**src/rtl/sovp_pkg.sv**
```systemverilog
// Package of the sound output volume path: constants, queue entry type, gain table.
// Used by every other file of the block through scoped names.
package sovp_pkg;

  // Field widths.
  localparam int SampleW = 16;
  localparam int AttW    = 6;
  localparam int GainW   = 17;
  localparam int ProdW   = SampleW + GainW;
  localparam int SumW    = SampleW + 2;

  // Largest attenuation a volume commit may load.
  localparam logic [AttW-1:0] MaxAtten = 6'd43;

  // Output mode register codes.
  typedef enum logic [1:0] {
    MODE_NORMAL    = 2'd0,
    MODE_REPEAT    = 2'd1,
    MODE_ZERO_FILL = 2'd2,
    MODE_DROP      = 2'd3
  } out_mode_e;

  // Input action codes.
  localparam logic ActControl = 1'b0;
  localparam logic ActFrame   = 1'b1;

  // Control byte bit positions.
  localparam int CtlMute    = 4;
  localparam int CtlLowpass = 3;
  localparam int CtlClock   = 2;
  localparam int CtlData    = 1;
  localparam int CtlStrobe  = 0;

  // Serial volume word layout, counted in received bits.
  localparam logic [3:0] ChanFirstBit = 4'd3;
  localparam logic [3:0] VolFirstBit  = 4'd5;
  localparam logic [3:0] WordBits     = 4'd11;
  localparam logic [3:0] CountMax     = 4'd15;

  // Queue between front and back.
  localparam int FifoDepth = 4;
  localparam int FifoPtrW  = $clog2(FifoDepth);
  localparam int FifoCntW  = $clog2(FifoDepth + 1);

  // One accepted frame together with the settings that were live when it came in.
  typedef struct packed {
    logic signed [SampleW-1:0] left;
    logic signed [SampleW-1:0] right;
    logic                      end_of_buffer;
    logic                      dbl;
    logic                      zero_fill;
    logic                      lowpass;
    logic [AttW-1:0]           left_att;
    logic [AttW-1:0]           right_att;
  } entry_t;

  // Q2.15 logarithmic attenuation gains.
  localparam logic signed [GainW-1:0] GainTable [64] = '{
    17'sd32768, 17'sd32768, 17'sd26729, 17'sd23197, 17'sd20690, 17'sd18746, 17'sd17158,
    17'sd15815, 17'sd14652, 17'sd13625, 17'sd12708, 17'sd11877, 17'sd11119, 17'sd10422,
    17'sd9776, 17'sd9175, 17'sd8613, 17'sd8085, 17'sd7587, 17'sd7116, 17'sd6669,
    17'sd6244, 17'sd5839, 17'sd5451, 17'sd5080, 17'sd4725, 17'sd4383, 17'sd4054,
    17'sd3737, 17'sd3432, 17'sd3136, 17'sd2851, 17'sd2574, 17'sd2306, 17'sd2046,
    17'sd1793, 17'sd1548, 17'sd1309, 17'sd1077, 17'sd851, 17'sd630, 17'sd415,
    17'sd205, 17'sd0, -17'sd200, -17'sd396, -17'sd588, -17'sd775,
    -17'sd958, -17'sd1138, -17'sd1314, -17'sd1487, -17'sd1656, -17'sd1822,
    -17'sd1984, -17'sd2144, -17'sd2301, -17'sd2456, -17'sd2607, -17'sd2756,
    -17'sd2902, -17'sd3046, -17'sd3188, -17'sd3327
  };

  function automatic logic signed [GainW-1:0] gain_lookup(input logic [AttW-1:0] att);
    return GainTable[att];
  endfunction

endpackage

```
**src/rtl/sovp_if.sv**
```systemverilog
// Handshake channels of the sound output volume path: input, result and config write.
// Depends on sovp_pkg for widths.
interface sovp_in_if;
  logic                               valid;
  logic                               ready;
  logic                               action;
  logic [7:0]                         control_byte;
  logic signed [sovp_pkg::SampleW-1:0] left_sample;
  logic signed [sovp_pkg::SampleW-1:0] right_sample;
  logic                               end_of_buffer;

  modport source (output valid, action, control_byte, left_sample, right_sample,
                  end_of_buffer, input ready);
  modport sink (input valid, action, control_byte, left_sample, right_sample,
                end_of_buffer, output ready);
endinterface

interface sovp_out_if;
  logic                               valid;
  logic                               ready;
  logic signed [sovp_pkg::SampleW-1:0] left_out;
  logic signed [sovp_pkg::SampleW-1:0] right_out;
  logic                               last_of_run;
  logic                               buffer_end;

  modport source (output valid, left_out, right_out, last_of_run, buffer_end,
                  input ready);
  modport sink (input valid, left_out, right_out, last_of_run, buffer_end,
                output ready);
endinterface

interface sovp_cfg_if;
  logic       valid;
  logic       ready;
  logic [1:0] data;

  modport source (output valid, data, input ready);
  modport sink (input valid, data, output ready);
endinterface

```
**src/rtl/sound_output_volume_path_unit.sv**
```systemverilog
// Top level of the stereo sound output volume path.
// Depends on sovp_pkg, sovp_if, sovp_fifo, sovp_front and sovp_back.
//
// Usage: in_ch carries requests: a control byte write (mute, lowpass and the
// clock/data/strobe lines of the serial volume interface) or a stereo frame.
// cfg_ch writes the two-bit output mode; write it only while the block is idle.
// out_ch delivers processed frames with last_of_run and buffer_end flags.
// A frame gives one result in normal mode, two in the doubled modes, and none
// when muted or in the dropping mode. Control writes give no result.
// Throughput: one request per cycle in normal mode while results are taken; a doubled
// frame stays queued until its entry has expanded into two results in the back end.
// A frame's path: the queue is written at the edge that accepts it, then filter and
// gain lookup, multiply and the output register follow as registered stages in that
// order, each of which can be held by a stall on out_ch.
// A four-entry queue parts the front from the back; in_ch.ready falls only when it
// is full, so control writes stall too while the receiver holds off.
// Reset clears mode, volume settings, filter history and all valid flags; the
// block accepts requests in the first cycle after reset.
module sound_output_volume_path_unit (
  input  logic      clk_i,
  input  logic      rst_ni,
  sovp_in_if.sink   in_ch,
  sovp_cfg_if.sink  cfg_ch,
  sovp_out_if.source out_ch
);

  logic             fifo_full, fifo_empty, push, pop;
  sovp_pkg::entry_t push_data, pop_data;

  sovp_front u_front (
    .clk_i       (clk_i),
    .rst_ni      (rst_ni),
    .in_ch       (in_ch),
    .cfg_ch      (cfg_ch),
    .fifo_full_i (fifo_full),
    .push_o      (push),
    .push_data_o (push_data)
  );

  sovp_fifo u_fifo (
    .clk_i       (clk_i),
    .rst_ni      (rst_ni),
    .push_i      (push),
    .push_data_i (push_data),
    .full_o      (fifo_full),
    .pop_i       (pop),
    .pop_data_o  (pop_data),
    .empty_o     (fifo_empty)
  );

  sovp_back u_back (
    .clk_i        (clk_i),
    .rst_ni       (rst_ni),
    .fifo_empty_i (fifo_empty),
    .entry_i      (pop_data),
    .pop_o        (pop),
    .out_ch       (out_ch)
  );

  // The queue cannot be full and empty at once.
  a_fifo_sane: assert property (@(posedge clk_i) disable iff (!rst_ni)
    !(fifo_full && fifo_empty))
    else $error("queue reports full and empty together");

  // Only the final result of a frame carries the buffer end mark.
  a_eob_last: assert property (@(posedge clk_i) disable iff (!rst_ni)
    out_ch.valid && out_ch.buffer_end |-> out_ch.last_of_run)
    else $error("buffer end on a result that is not the last of its frame");

  // A frame only leaves the queue when the back end takes it.
  a_pop_nonempty: assert property (@(posedge clk_i) disable iff (!rst_ni)
    pop |-> !fifo_empty)
    else $error("queue popped while empty");

  // Nothing can come out the cycle after reset, since the pipeline is empty.
  a_reset_quiet: assert property (@(posedge clk_i)
    !rst_ni |=> !out_ch.valid)
    else $error("result shown right after reset");

endmodule

```
**src/rtl/sovp_fifo.sv**
```systemverilog
// Small flop-based queue of frame entries between the front and the back.
// Depends on sovp_pkg for the entry type and depth.
module sovp_fifo (
  input  logic              clk_i,
  input  logic              rst_ni,
  input  logic              push_i,
  input  sovp_pkg::entry_t  push_data_i,
  output logic              full_o,
  input  logic              pop_i,
  output sovp_pkg::entry_t  pop_data_o,
  output logic              empty_o
);

  sovp_pkg::entry_t                  mem_q [sovp_pkg::FifoDepth];
  logic [sovp_pkg::FifoPtrW-1:0]     wptr_q, wptr_d, rptr_q, rptr_d;
  logic [sovp_pkg::FifoCntW-1:0]     cnt_q, cnt_d;
  logic                              do_push, do_pop;

  assign full_o     = (cnt_q == sovp_pkg::FifoCntW'(sovp_pkg::FifoDepth));
  assign empty_o    = (cnt_q == '0);
  assign do_push    = push_i && !full_o;
  assign do_pop     = pop_i && !empty_o;
  assign pop_data_o = mem_q[rptr_q];

  // Pointer and fill count update.
  always_comb begin
    wptr_d = do_push ? wptr_q + 1'b1 : wptr_q;
    rptr_d = do_pop ? rptr_q + 1'b1 : rptr_q;
    cnt_d  = cnt_q;
    if (do_push && !do_pop) begin
      cnt_d = cnt_q + 1'b1;
    end else if (do_pop && !do_push) begin
      cnt_d = cnt_q - 1'b1;
    end
  end

  always_ff @(posedge clk_i or negedge rst_ni) begin
    if (!rst_ni) begin
      wptr_q <= '0;
      rptr_q <= '0;
      cnt_q  <= '0;
    end else begin
      wptr_q <= wptr_d;
      rptr_q <= rptr_d;
      cnt_q  <= cnt_d;
    end
  end

  // Entry storage needs no reset.
  always_ff @(posedge clk_i) begin
    if (do_push) begin
      mem_q[wptr_q] <= push_data_i;
    end
  end

endmodule

```
**src/rtl/sovp_front.sv**
```systemverilog
// Front of the volume path: takes requests, runs the serial volume interface and the
// mode register, and queues frames to be played. Depends on sovp_pkg and sovp_if.
module sovp_front (
  input  logic             clk_i,
  input  logic             rst_ni,
  sovp_in_if.sink          in_ch,
  sovp_cfg_if.sink         cfg_ch,
  input  logic             fifo_full_i,
  output logic             push_o,
  output sovp_pkg::entry_t push_data_o
);

  logic [1:0]                  mode_q;
  logic                        prev_clk_q, prev_clk_d;
  logic [3:0]                  cnt_q, cnt_d;
  logic [1:0]                  chan_q, chan_d;
  logic [sovp_pkg::AttW-1:0]   vol_q, vol_d;
  logic [sovp_pkg::AttW-1:0]   latt_q, latt_d, ratt_q, ratt_d;
  logic                        mute_q, mute_d, lp_q, lp_d;
  logic [sovp_pkg::AttW-1:0]   clamped;
  logic                        accept, ctl_write, ser_clk, ser_bit;

  assign in_ch.ready  = !fifo_full_i;
  assign cfg_ch.ready = 1'b1;
  assign accept       = in_ch.valid && in_ch.ready;
  assign ctl_write    = accept && (in_ch.action == sovp_pkg::ActControl);
  assign ser_clk      = in_ch.control_byte[sovp_pkg::CtlClock];
  assign ser_bit      = in_ch.control_byte[sovp_pkg::CtlData];
  assign clamped      = (vol_q > sovp_pkg::MaxAtten) ? sovp_pkg::MaxAtten : vol_q;

  // Serial volume interface and flag update on a control write request.
  always_comb begin
    prev_clk_d = prev_clk_q;
    cnt_d      = cnt_q;
    chan_d     = chan_q;
    vol_d      = vol_q;
    latt_d     = latt_q;
    ratt_d     = ratt_q;
    mute_d     = mute_q;
    lp_d       = lp_q;
    if (ctl_write) begin
      mute_d     = in_ch.control_byte[sovp_pkg::CtlMute];
      lp_d       = in_ch.control_byte[sovp_pkg::CtlLowpass];
      prev_clk_d = ser_clk;
      if (in_ch.control_byte[sovp_pkg::CtlStrobe]) begin
        if (cnt_q == sovp_pkg::WordBits) begin
          if (chan_q[0]) latt_d = clamped;
          if (chan_q[1]) ratt_d = clamped;
        end
      end else if (ser_clk && !prev_clk_q) begin
        if (cnt_q >= sovp_pkg::ChanFirstBit && cnt_q < sovp_pkg::VolFirstBit) begin
          chan_d = {chan_q[0], ser_bit};
        end else if (cnt_q >= sovp_pkg::VolFirstBit && cnt_q < sovp_pkg::WordBits) begin
          vol_d = {vol_q[sovp_pkg::AttW-2:0], ser_bit};
        end
        if (cnt_q < sovp_pkg::CountMax) begin
          cnt_d = cnt_q + 1'b1;
        end
      end else if (ser_clk == prev_clk_q) begin
        cnt_d  = '0;
        chan_d = '0;
        vol_d  = '0;
      end
    end
  end

  // A frame is queued unless muted or the mode drops frames.
  always_comb begin
    push_o = accept && (in_ch.action == sovp_pkg::ActFrame) && !mute_q
             && (mode_q != sovp_pkg::MODE_DROP);
    push_data_o.left          = in_ch.left_sample;
    push_data_o.right         = in_ch.right_sample;
    push_data_o.end_of_buffer = in_ch.end_of_buffer;
    push_data_o.dbl           = (mode_q != sovp_pkg::MODE_NORMAL);
    push_data_o.zero_fill     = (mode_q == sovp_pkg::MODE_ZERO_FILL);
    push_data_o.lowpass       = lp_q;
    push_data_o.left_att      = latt_q;
    push_data_o.right_att     = ratt_q;
  end

  always_ff @(posedge clk_i or negedge rst_ni) begin
    if (!rst_ni) begin
      mode_q     <= sovp_pkg::MODE_NORMAL;
      prev_clk_q <= 1'b0;
      cnt_q      <= '0;
      chan_q     <= '0;
      vol_q      <= '0;
      latt_q     <= '0;
      ratt_q     <= '0;
      mute_q     <= 1'b0;
      lp_q       <= 1'b0;
    end else begin
      if (cfg_ch.valid) begin
        mode_q <= cfg_ch.data;
      end
      prev_clk_q <= prev_clk_d;
      cnt_q      <= cnt_d;
      chan_q     <= chan_d;
      vol_q      <= vol_d;
      latt_q     <= latt_d;
      ratt_q     <= ratt_d;
      mute_q     <= mute_d;
      lp_q       <= lp_d;
    end
  end

endmodule

```
**src/rtl/sovp_back.sv**
```systemverilog
// Back of the volume path: expands queued frames into results, runs the lowpass
// filter and the gain multiply in a three-register pipeline. Depends on sovp_pkg, sovp_if.
module sovp_back (
  input  logic             clk_i,
  input  logic             rst_ni,
  input  logic             fifo_empty_i,
  input  sovp_pkg::entry_t entry_i,
  output logic             pop_o,
  sovp_out_if.source       out_ch
);

  localparam int SW = sovp_pkg::SampleW;
  localparam int PW = sovp_pkg::ProdW;

  logic                         sub_q, sub_d;
  logic signed [SW-1:0]         lh0_q, lh1_q, rh0_q, rh1_q;
  logic signed [SW-1:0]         xl, xr, fl, fr;
  logic signed [sovp_pkg::SumW-1:0] suml, sumr;
  logic                         last_run;

  // Stage A: filtered samples and gains.
  logic                         a_valid_q;
  logic signed [SW-1:0]         a_l_q, a_r_q;
  logic signed [sovp_pkg::GainW-1:0] a_gl_q, a_gr_q;
  logic                         a_last_q, a_eob_q;
  // Stage B: products.
  logic                         b_valid_q;
  logic signed [PW-1:0]         b_pl_q, b_pr_q;
  logic                         b_last_q, b_eob_q;
  // Output register.
  logic                         o_valid_q;
  logic signed [PW-1:0]         bias_l, bias_r;

  logic o_free, b_free, a_free, a_load;

  assign o_free = !o_valid_q || out_ch.ready;
  assign b_free = !b_valid_q || o_free;
  assign a_free = !a_valid_q || b_free;
  assign a_load = !fifo_empty_i && a_free;

  // Second copy of a doubled frame is the same frame or silence.
  assign xl       = (sub_q && entry_i.zero_fill) ? '0 : entry_i.left;
  assign xr       = (sub_q && entry_i.zero_fill) ? '0 : entry_i.right;
  assign last_run = !entry_i.dbl || sub_q;
  assign pop_o    = a_load && last_run;
  assign sub_d    = a_load ? !last_run : sub_q;

  // 1-2-1 lowpass, floor of the quarter sum.
  always_comb begin
    suml = sovp_pkg::SumW'(lh0_q) + (sovp_pkg::SumW'(lh1_q) <<< 1) + sovp_pkg::SumW'(xl);
    sumr = sovp_pkg::SumW'(rh0_q) + (sovp_pkg::SumW'(rh1_q) <<< 1) + sovp_pkg::SumW'(xr);
    fl   = entry_i.lowpass ? suml[sovp_pkg::SumW-1:2] : xl;
    fr   = entry_i.lowpass ? sumr[sovp_pkg::SumW-1:2] : xr;
  end

  // Truncation toward zero of the product with the Q2.15 gain.
  assign bias_l = b_pl_q + (b_pl_q[PW-1] ? PW'(32767) : '0);
  assign bias_r = b_pr_q + (b_pr_q[PW-1] ? PW'(32767) : '0);

  always_ff @(posedge clk_i or negedge rst_ni) begin
    if (!rst_ni) begin
      sub_q     <= 1'b0;
      lh0_q     <= '0;
      lh1_q     <= '0;
      rh0_q     <= '0;
      rh1_q     <= '0;
      a_valid_q <= 1'b0;
      b_valid_q <= 1'b0;
      o_valid_q <= 1'b0;
    end else begin
      sub_q <= sub_d;
      if (a_load && entry_i.lowpass) begin
        lh0_q <= lh1_q;
        lh1_q <= xl;
        rh0_q <= rh1_q;
        rh1_q <= xr;
      end
      if (a_free) a_valid_q <= !fifo_empty_i;
      if (b_free) b_valid_q <= a_valid_q;
      if (o_free) o_valid_q <= b_valid_q;
    end
  end

  // Payload registers of the pipeline.
  always_ff @(posedge clk_i) begin
    if (a_load) begin
      a_l_q    <= fl;
      a_r_q    <= fr;
      a_gl_q   <= sovp_pkg::gain_lookup(entry_i.left_att);
      a_gr_q   <= sovp_pkg::gain_lookup(entry_i.right_att);
      a_last_q <= last_run;
      a_eob_q  <= last_run && entry_i.end_of_buffer;
    end
    if (b_free && a_valid_q) begin
      b_pl_q   <= PW'(a_l_q) * PW'(a_gl_q);
      b_pr_q   <= PW'(a_r_q) * PW'(a_gr_q);
      b_last_q <= a_last_q;
      b_eob_q  <= a_eob_q;
    end
    if (o_free && b_valid_q) begin
      out_ch.left_out    <= bias_l[SW+14:15];
      out_ch.right_out   <= bias_r[SW+14:15];
      out_ch.last_of_run <= b_last_q;
      out_ch.buffer_end  <= b_eob_q;
    end
  end

  assign out_ch.valid = o_valid_q;

endmodule

```
**src/flat_wrapper.sv**
```systemverilog
// flat-port wrapper written by rule: the top's interface ports become plain ports
module sound_output_volume_path_unit_flat 
  (clk_i, rst_ni, in_ch_valid, in_ch_action, in_ch_control_byte, in_ch_left_sample, in_ch_right_sample, in_ch_end_of_buffer, in_ch_ready, cfg_ch_valid, cfg_ch_data, cfg_ch_ready, out_ch_valid, out_ch_left_out, out_ch_right_out, out_ch_last_of_run, out_ch_buffer_end, out_ch_ready);
  sovp_in_if in_ch_i ();
  sovp_cfg_if cfg_ch_i ();
  sovp_out_if out_ch_i ();
  input  logic clk_i;
  input  logic rst_ni;
  input wire logic [$bits(in_ch_i.valid)-1:0] in_ch_valid;
  input wire logic [$bits(in_ch_i.action)-1:0] in_ch_action;
  input wire logic [$bits(in_ch_i.control_byte)-1:0] in_ch_control_byte;
  input wire logic [$bits(in_ch_i.left_sample)-1:0] in_ch_left_sample;
  input wire logic [$bits(in_ch_i.right_sample)-1:0] in_ch_right_sample;
  input wire logic [$bits(in_ch_i.end_of_buffer)-1:0] in_ch_end_of_buffer;
  output wire logic [$bits(in_ch_i.ready)-1:0] in_ch_ready;
  input wire logic [$bits(cfg_ch_i.valid)-1:0] cfg_ch_valid;
  input wire logic [$bits(cfg_ch_i.data)-1:0] cfg_ch_data;
  output wire logic [$bits(cfg_ch_i.ready)-1:0] cfg_ch_ready;
  output wire logic [$bits(out_ch_i.valid)-1:0] out_ch_valid;
  output wire logic [$bits(out_ch_i.left_out)-1:0] out_ch_left_out;
  output wire logic [$bits(out_ch_i.right_out)-1:0] out_ch_right_out;
  output wire logic [$bits(out_ch_i.last_of_run)-1:0] out_ch_last_of_run;
  output wire logic [$bits(out_ch_i.buffer_end)-1:0] out_ch_buffer_end;
  input wire logic [$bits(out_ch_i.ready)-1:0] out_ch_ready;
  assign in_ch_i.valid = in_ch_valid;
  assign in_ch_i.action = in_ch_action;
  assign in_ch_i.control_byte = in_ch_control_byte;
  assign in_ch_i.left_sample = in_ch_left_sample;
  assign in_ch_i.right_sample = in_ch_right_sample;
  assign in_ch_i.end_of_buffer = in_ch_end_of_buffer;
  assign in_ch_ready = in_ch_i.ready;
  assign cfg_ch_i.valid = cfg_ch_valid;
  assign cfg_ch_i.data = cfg_ch_data;
  assign cfg_ch_ready = cfg_ch_i.ready;
  assign out_ch_valid = out_ch_i.valid;
  assign out_ch_left_out = out_ch_i.left_out;
  assign out_ch_right_out = out_ch_i.right_out;
  assign out_ch_last_of_run = out_ch_i.last_of_run;
  assign out_ch_buffer_end = out_ch_i.buffer_end;
  assign out_ch_i.ready = out_ch_ready;
  sound_output_volume_path_unit u_core (.clk_i(clk_i), .rst_ni(rst_ni), .in_ch(in_ch_i), .cfg_ch(cfg_ch_i), .out_ch(out_ch_i));
endmodule
```
**config.mk**
```make
export PLATFORM = sky130hd
export DESIGN_NAME = sound_output_volume_path_unit_flat
export DESIGN_NICKNAME = d
export VERILOG_FILES = /design/src/rtl/sovp_pkg.sv /design/src/rtl/sovp_if.sv /design/src/rtl/sound_output_volume_path_unit.sv /design/src/rtl/sovp_fifo.sv /design/src/rtl/sovp_front.sv /design/src/rtl/sovp_back.sv /design/src/flat_wrapper.sv
export SDC_FILE = /design/constraint.sdc
export NUM_CORES = 2
export LEC_CHECK = 0
export ABC_AREA = 1
export BUFFER_PORTS_ARGS = -buffer_cell sky130_fd_sc_hd__buf_2
export CAP_MARGIN = 20
export CELL_PAD_IN_SITES_DETAIL_PLACEMENT = 0
export CELL_PAD_IN_SITES_GLOBAL_PLACEMENT = 1
export CORE_MARGIN = 5
export CORE_UTILIZATION = 37
export DETAILED_ROUTE_END_ITERATION = 10
export GPL_TIMING_DRIVEN = 0
export MAX_ROUTING_LAYER = met4
export PLACE_DENSITY = 0.74
export SYNTH_ARGS = -nofsm -noshare
export SYNTH_HDL_FRONTEND = slang
export SYNTH_HIERARCHICAL = 1
export SYNTH_SLANG_ARGS = --single-unit
```
**constraint.sdc**
```tcl
create_clock -name clk_i -period 6.2 [get_ports clk_i]
set_input_delay 0.31 -clock clk_i [delete_from_list [all_inputs] [get_ports clk_i]]
set_output_delay 0.31 -clock clk_i [all_outputs]
set_load 0.05 [all_outputs]
```
==> metrics.cfg <==
[yosys]
synthTopCellsByArea=fa_1 (24%), edfxtp_1 (22%), nand2_1 (12%)
synth_fp_nets=6635
synth_top_area_share_pct=24.4
syn_area_um2=48200
synthArstFlopShare_pct=22.4
syn-instance-count=5742
synth_edf_count=360
yosysTopAreaCell=fa_1
seq_area_frac_synth_pct=27.8
yosys_warnings=6
ys.flop_type=edfxtp_1
synth_seq_cells=464
avgSynthCellArea_um2=8.40
yosys.cell_types.count=57

[die]
dieArea_um2=138000
ios=86
fp.dieW_um=371
num_rows=132
core-area_um2=129000
die_h_um=371
start_util_pct=37.3

[sta]
tns_ps=0
grt_setup_unrepaired=true
finalHoldViolations=0
finalSetupViolCount=0
worstMarginPinSlew_ps=948
layout_worst_path_cycle_share_pct=96.6
fin_crit_ps=5990
fmax_mhz=167
slew_violations=0
fin_skew_ps=29.2
slew-limit-headroom_pct=36.7

[global_route]
grt_pass1_wl_um=213000
antenna_found_initial=4
first_global_vias=38000
grt_usage_pct=20.2
grt_overflow_total=0
grt_start_max_net_pins=70

[place]
hpwlAfterDp_um=108000
dpl.cell_count=7541
portBuffers=48
placed_area_um2=50900
gp_congestion=0.917

[finish]
syn_to_final_growth_pct=11.7
final_area_um2=53900
finalNonFillerCells=7728
final_common_cell=nand2_1
mostFrequentLayoutCells=nand2_1 (1,534), inv_1 (1,311), fa_1 (583)
fillers=13100
layout-drive-gt1-share_pct=10.6
nets=6833

[critical_path]
r2r_end=u_core/u_back/b_pr_q[32]
crit_arrival_ps=6340
cp-start-kind=register
worstSetupStartpoint=u_core/u_back/a_r_q[3]
rr_startpoint=u_core/u_back/a_r_q[3]
cp-endpoint=u_core/u_back/b_pr_q[32]
slowest_delay_ps=570
cp_slowest_cell=fa_1
r2r_slack_ps=210
cp_cell_sequence=clkbuf_2, nand2_1, fa_1, fa_1, fa_1, inv_1, fa_1, fa_1, inv_1, fa_1, inv_1, ha_1, nand2_2, nor2_4, nor3b_4, nand2_1, nand2_2, nand2_1, nand2_1, inv_1, nand2_1, nand2_1
path_class=register to register
crit_required_ps=6550
cp_max_fo=10
r2r.worst_path.cells=22
endpoint_kind=register

[routing]
viasPerCell=4.78
wl_per_cell_um=17.3
drt-pass1-iter-count=6
vias=37000
ant_nets=0
wirelength_um=134000
drt_iter0_drc=2105
drc=0

[hold_path]
whs_path_depth=5
min_path_type=input pin to register

[clock_tree]
clock_latency_ps=640
cts_buffers=53
cts_buffer_depth=3
clkSlewWorstSetupHoldPaths_ps=70
cts_tree=built
h-tree-depth=2
clock_sinks=464
root_buffer=clkbuf_16

[run]
maxCapViolations=0

[status]
status=completed

## state kept, by name, indices dropped and copies added (netlist names), 3 cells and up
register / cells
u_core/u_fifo/cnt_q: 3
u_core/u_back/lh1_q: 16
u_core/u_back/b_pr_q: 32
u_core/u_back/a_gr_q: 17
u_core/u_back/rh1_q: 16
u_core/u_back/a_r_q: 16
u_core/u_front/latt_q: 6
u_core/u_back/a_gl_q: 17
u_core/u_fifo/mem_q: 192
u_core/u_front/vol_q: 6
u_core/u_front/cnt_q: 4
u_core/u_back/lh0_q: 16
u_core/u_back/a_l_q: 16
u_core/u_back/b_pl_q: 32
u_core/u_back/out_ch.left_out: 16
u_core/u_back/out_ch.right_out: 16
u_core/u_back/rh0_q: 16
u_core/u_front/ratt_q: 6
## worst min path at each step
| stage | startpoint | end |
|---|---|---|
| final | in_ch_control_byte[1] | u_core/u_front/vol_q[0] |
| after global routing | out_ch_ready | u_core/u_back/out_ch.valid |
| after CTS | in_ch_control_byte[1] | u_core/u_front/vol_q[0] |
| after detailed placement | rst_ni | u_core/u_front/cnt_q[0] |
| after global placement | u_core/u_back/b_eob_q | u_core/u_back/out_ch.buffer_end |
| after floorplan | rst_ni | u_core/u_back/a_valid_q |
## routing by layer
| layer | share of wire, % | track usage, % | vias to the layer above | wire (um) |
|---|---|---|---|---|
| li1 | - | - | 18000 | - |
| met1 | 45 | 26.9 | 17900 | 60800 |
| met2 | 47 | 33.0 | 932 | 63300 |
| met3 | 4.8 | 2.24 | 201 | 6440 |
| met4 | 2.6 | 5.09 | 0 | 3530 |
| met5 | 0 | - | - | 0 |
## cell families (layout without fill, tap and decap cells)
logic type,Yosys count,count (layout),share of synthesized area [%]
other,1,3,0.00777
flip-flops,464,464,27.8
buffers and inverters,1582,1824,13.1
adder cells (fa/ha/maj),844,844,31.0
AO/OA/AOI/OAI,558,558,7.77
AND/OR/NAND/NOR,2235,2235,19.2
XOR/XNOR,58,58,1.05
## worst max-delay path, delay by kind of cell (launching register included)
kind	cells	cell delay (ps)
buffers and inverters	5	530
adder cells (fa/ha/maj)	7	3400
flip-flops	1	510
AND/OR/NAND/NOR	10	1270
## through the flow
stage / worst slack, ps / hold WS, ps / utilization (%)
floorplan: 441 / 14.4 / -
global placement: -586 / 405 / 39.1
detailed placement: -674 / 331 / 39.3
CTS: -29.2 / 3.60 / 41.1
global route: -48.5 / 68.6 / 41.6
finish: 209 / 38.6 / 41.6
## synthesized netlist by cell type, types with 34 or more instances
library cell and number:
ha_1 257, nand4_1 49, dfrtp_1 104, nand2_1 1534
nor2_1 272, xor2_1 37, nand3_1 210, buf_4 44
inv_1 1315, o211ai_2 96, nand2_2 59, fa_1 587
edfxtp_1 360, a21oi_1 164, o21ai_1 49, clkbuf_1 139
o21ai_0 157, nor3_1 35, buf_2 34
## layout make-up
class                      count  area, um^2  share of cell area, %
clock buffer                  69        1440                   2.67
clock inverter                30         375                  0.697
tap                         1742        2180                   4.05
inverter                    1338        5030                   9.34
sequential                   464       13400                   24.9
timing repair buffer         197        1630                   3.03
antenna                        2        5.00                0.00929
multi-input combinational   3696       28600                   53.0
buffer                       190        1220                   2.26
## what timing repair did
item	4_1_cts	5_1_grt
endpoints found under the hold margin	172	0
pin swaps	1	2
buffers inserted	18	77
resized for setup	65	47
setup endpoints to repair	34	28
hold buffers	45	0
Power is not shown: default switching activity piles up to over one toggle a cycle in this logic, so the estimate is an artifact.
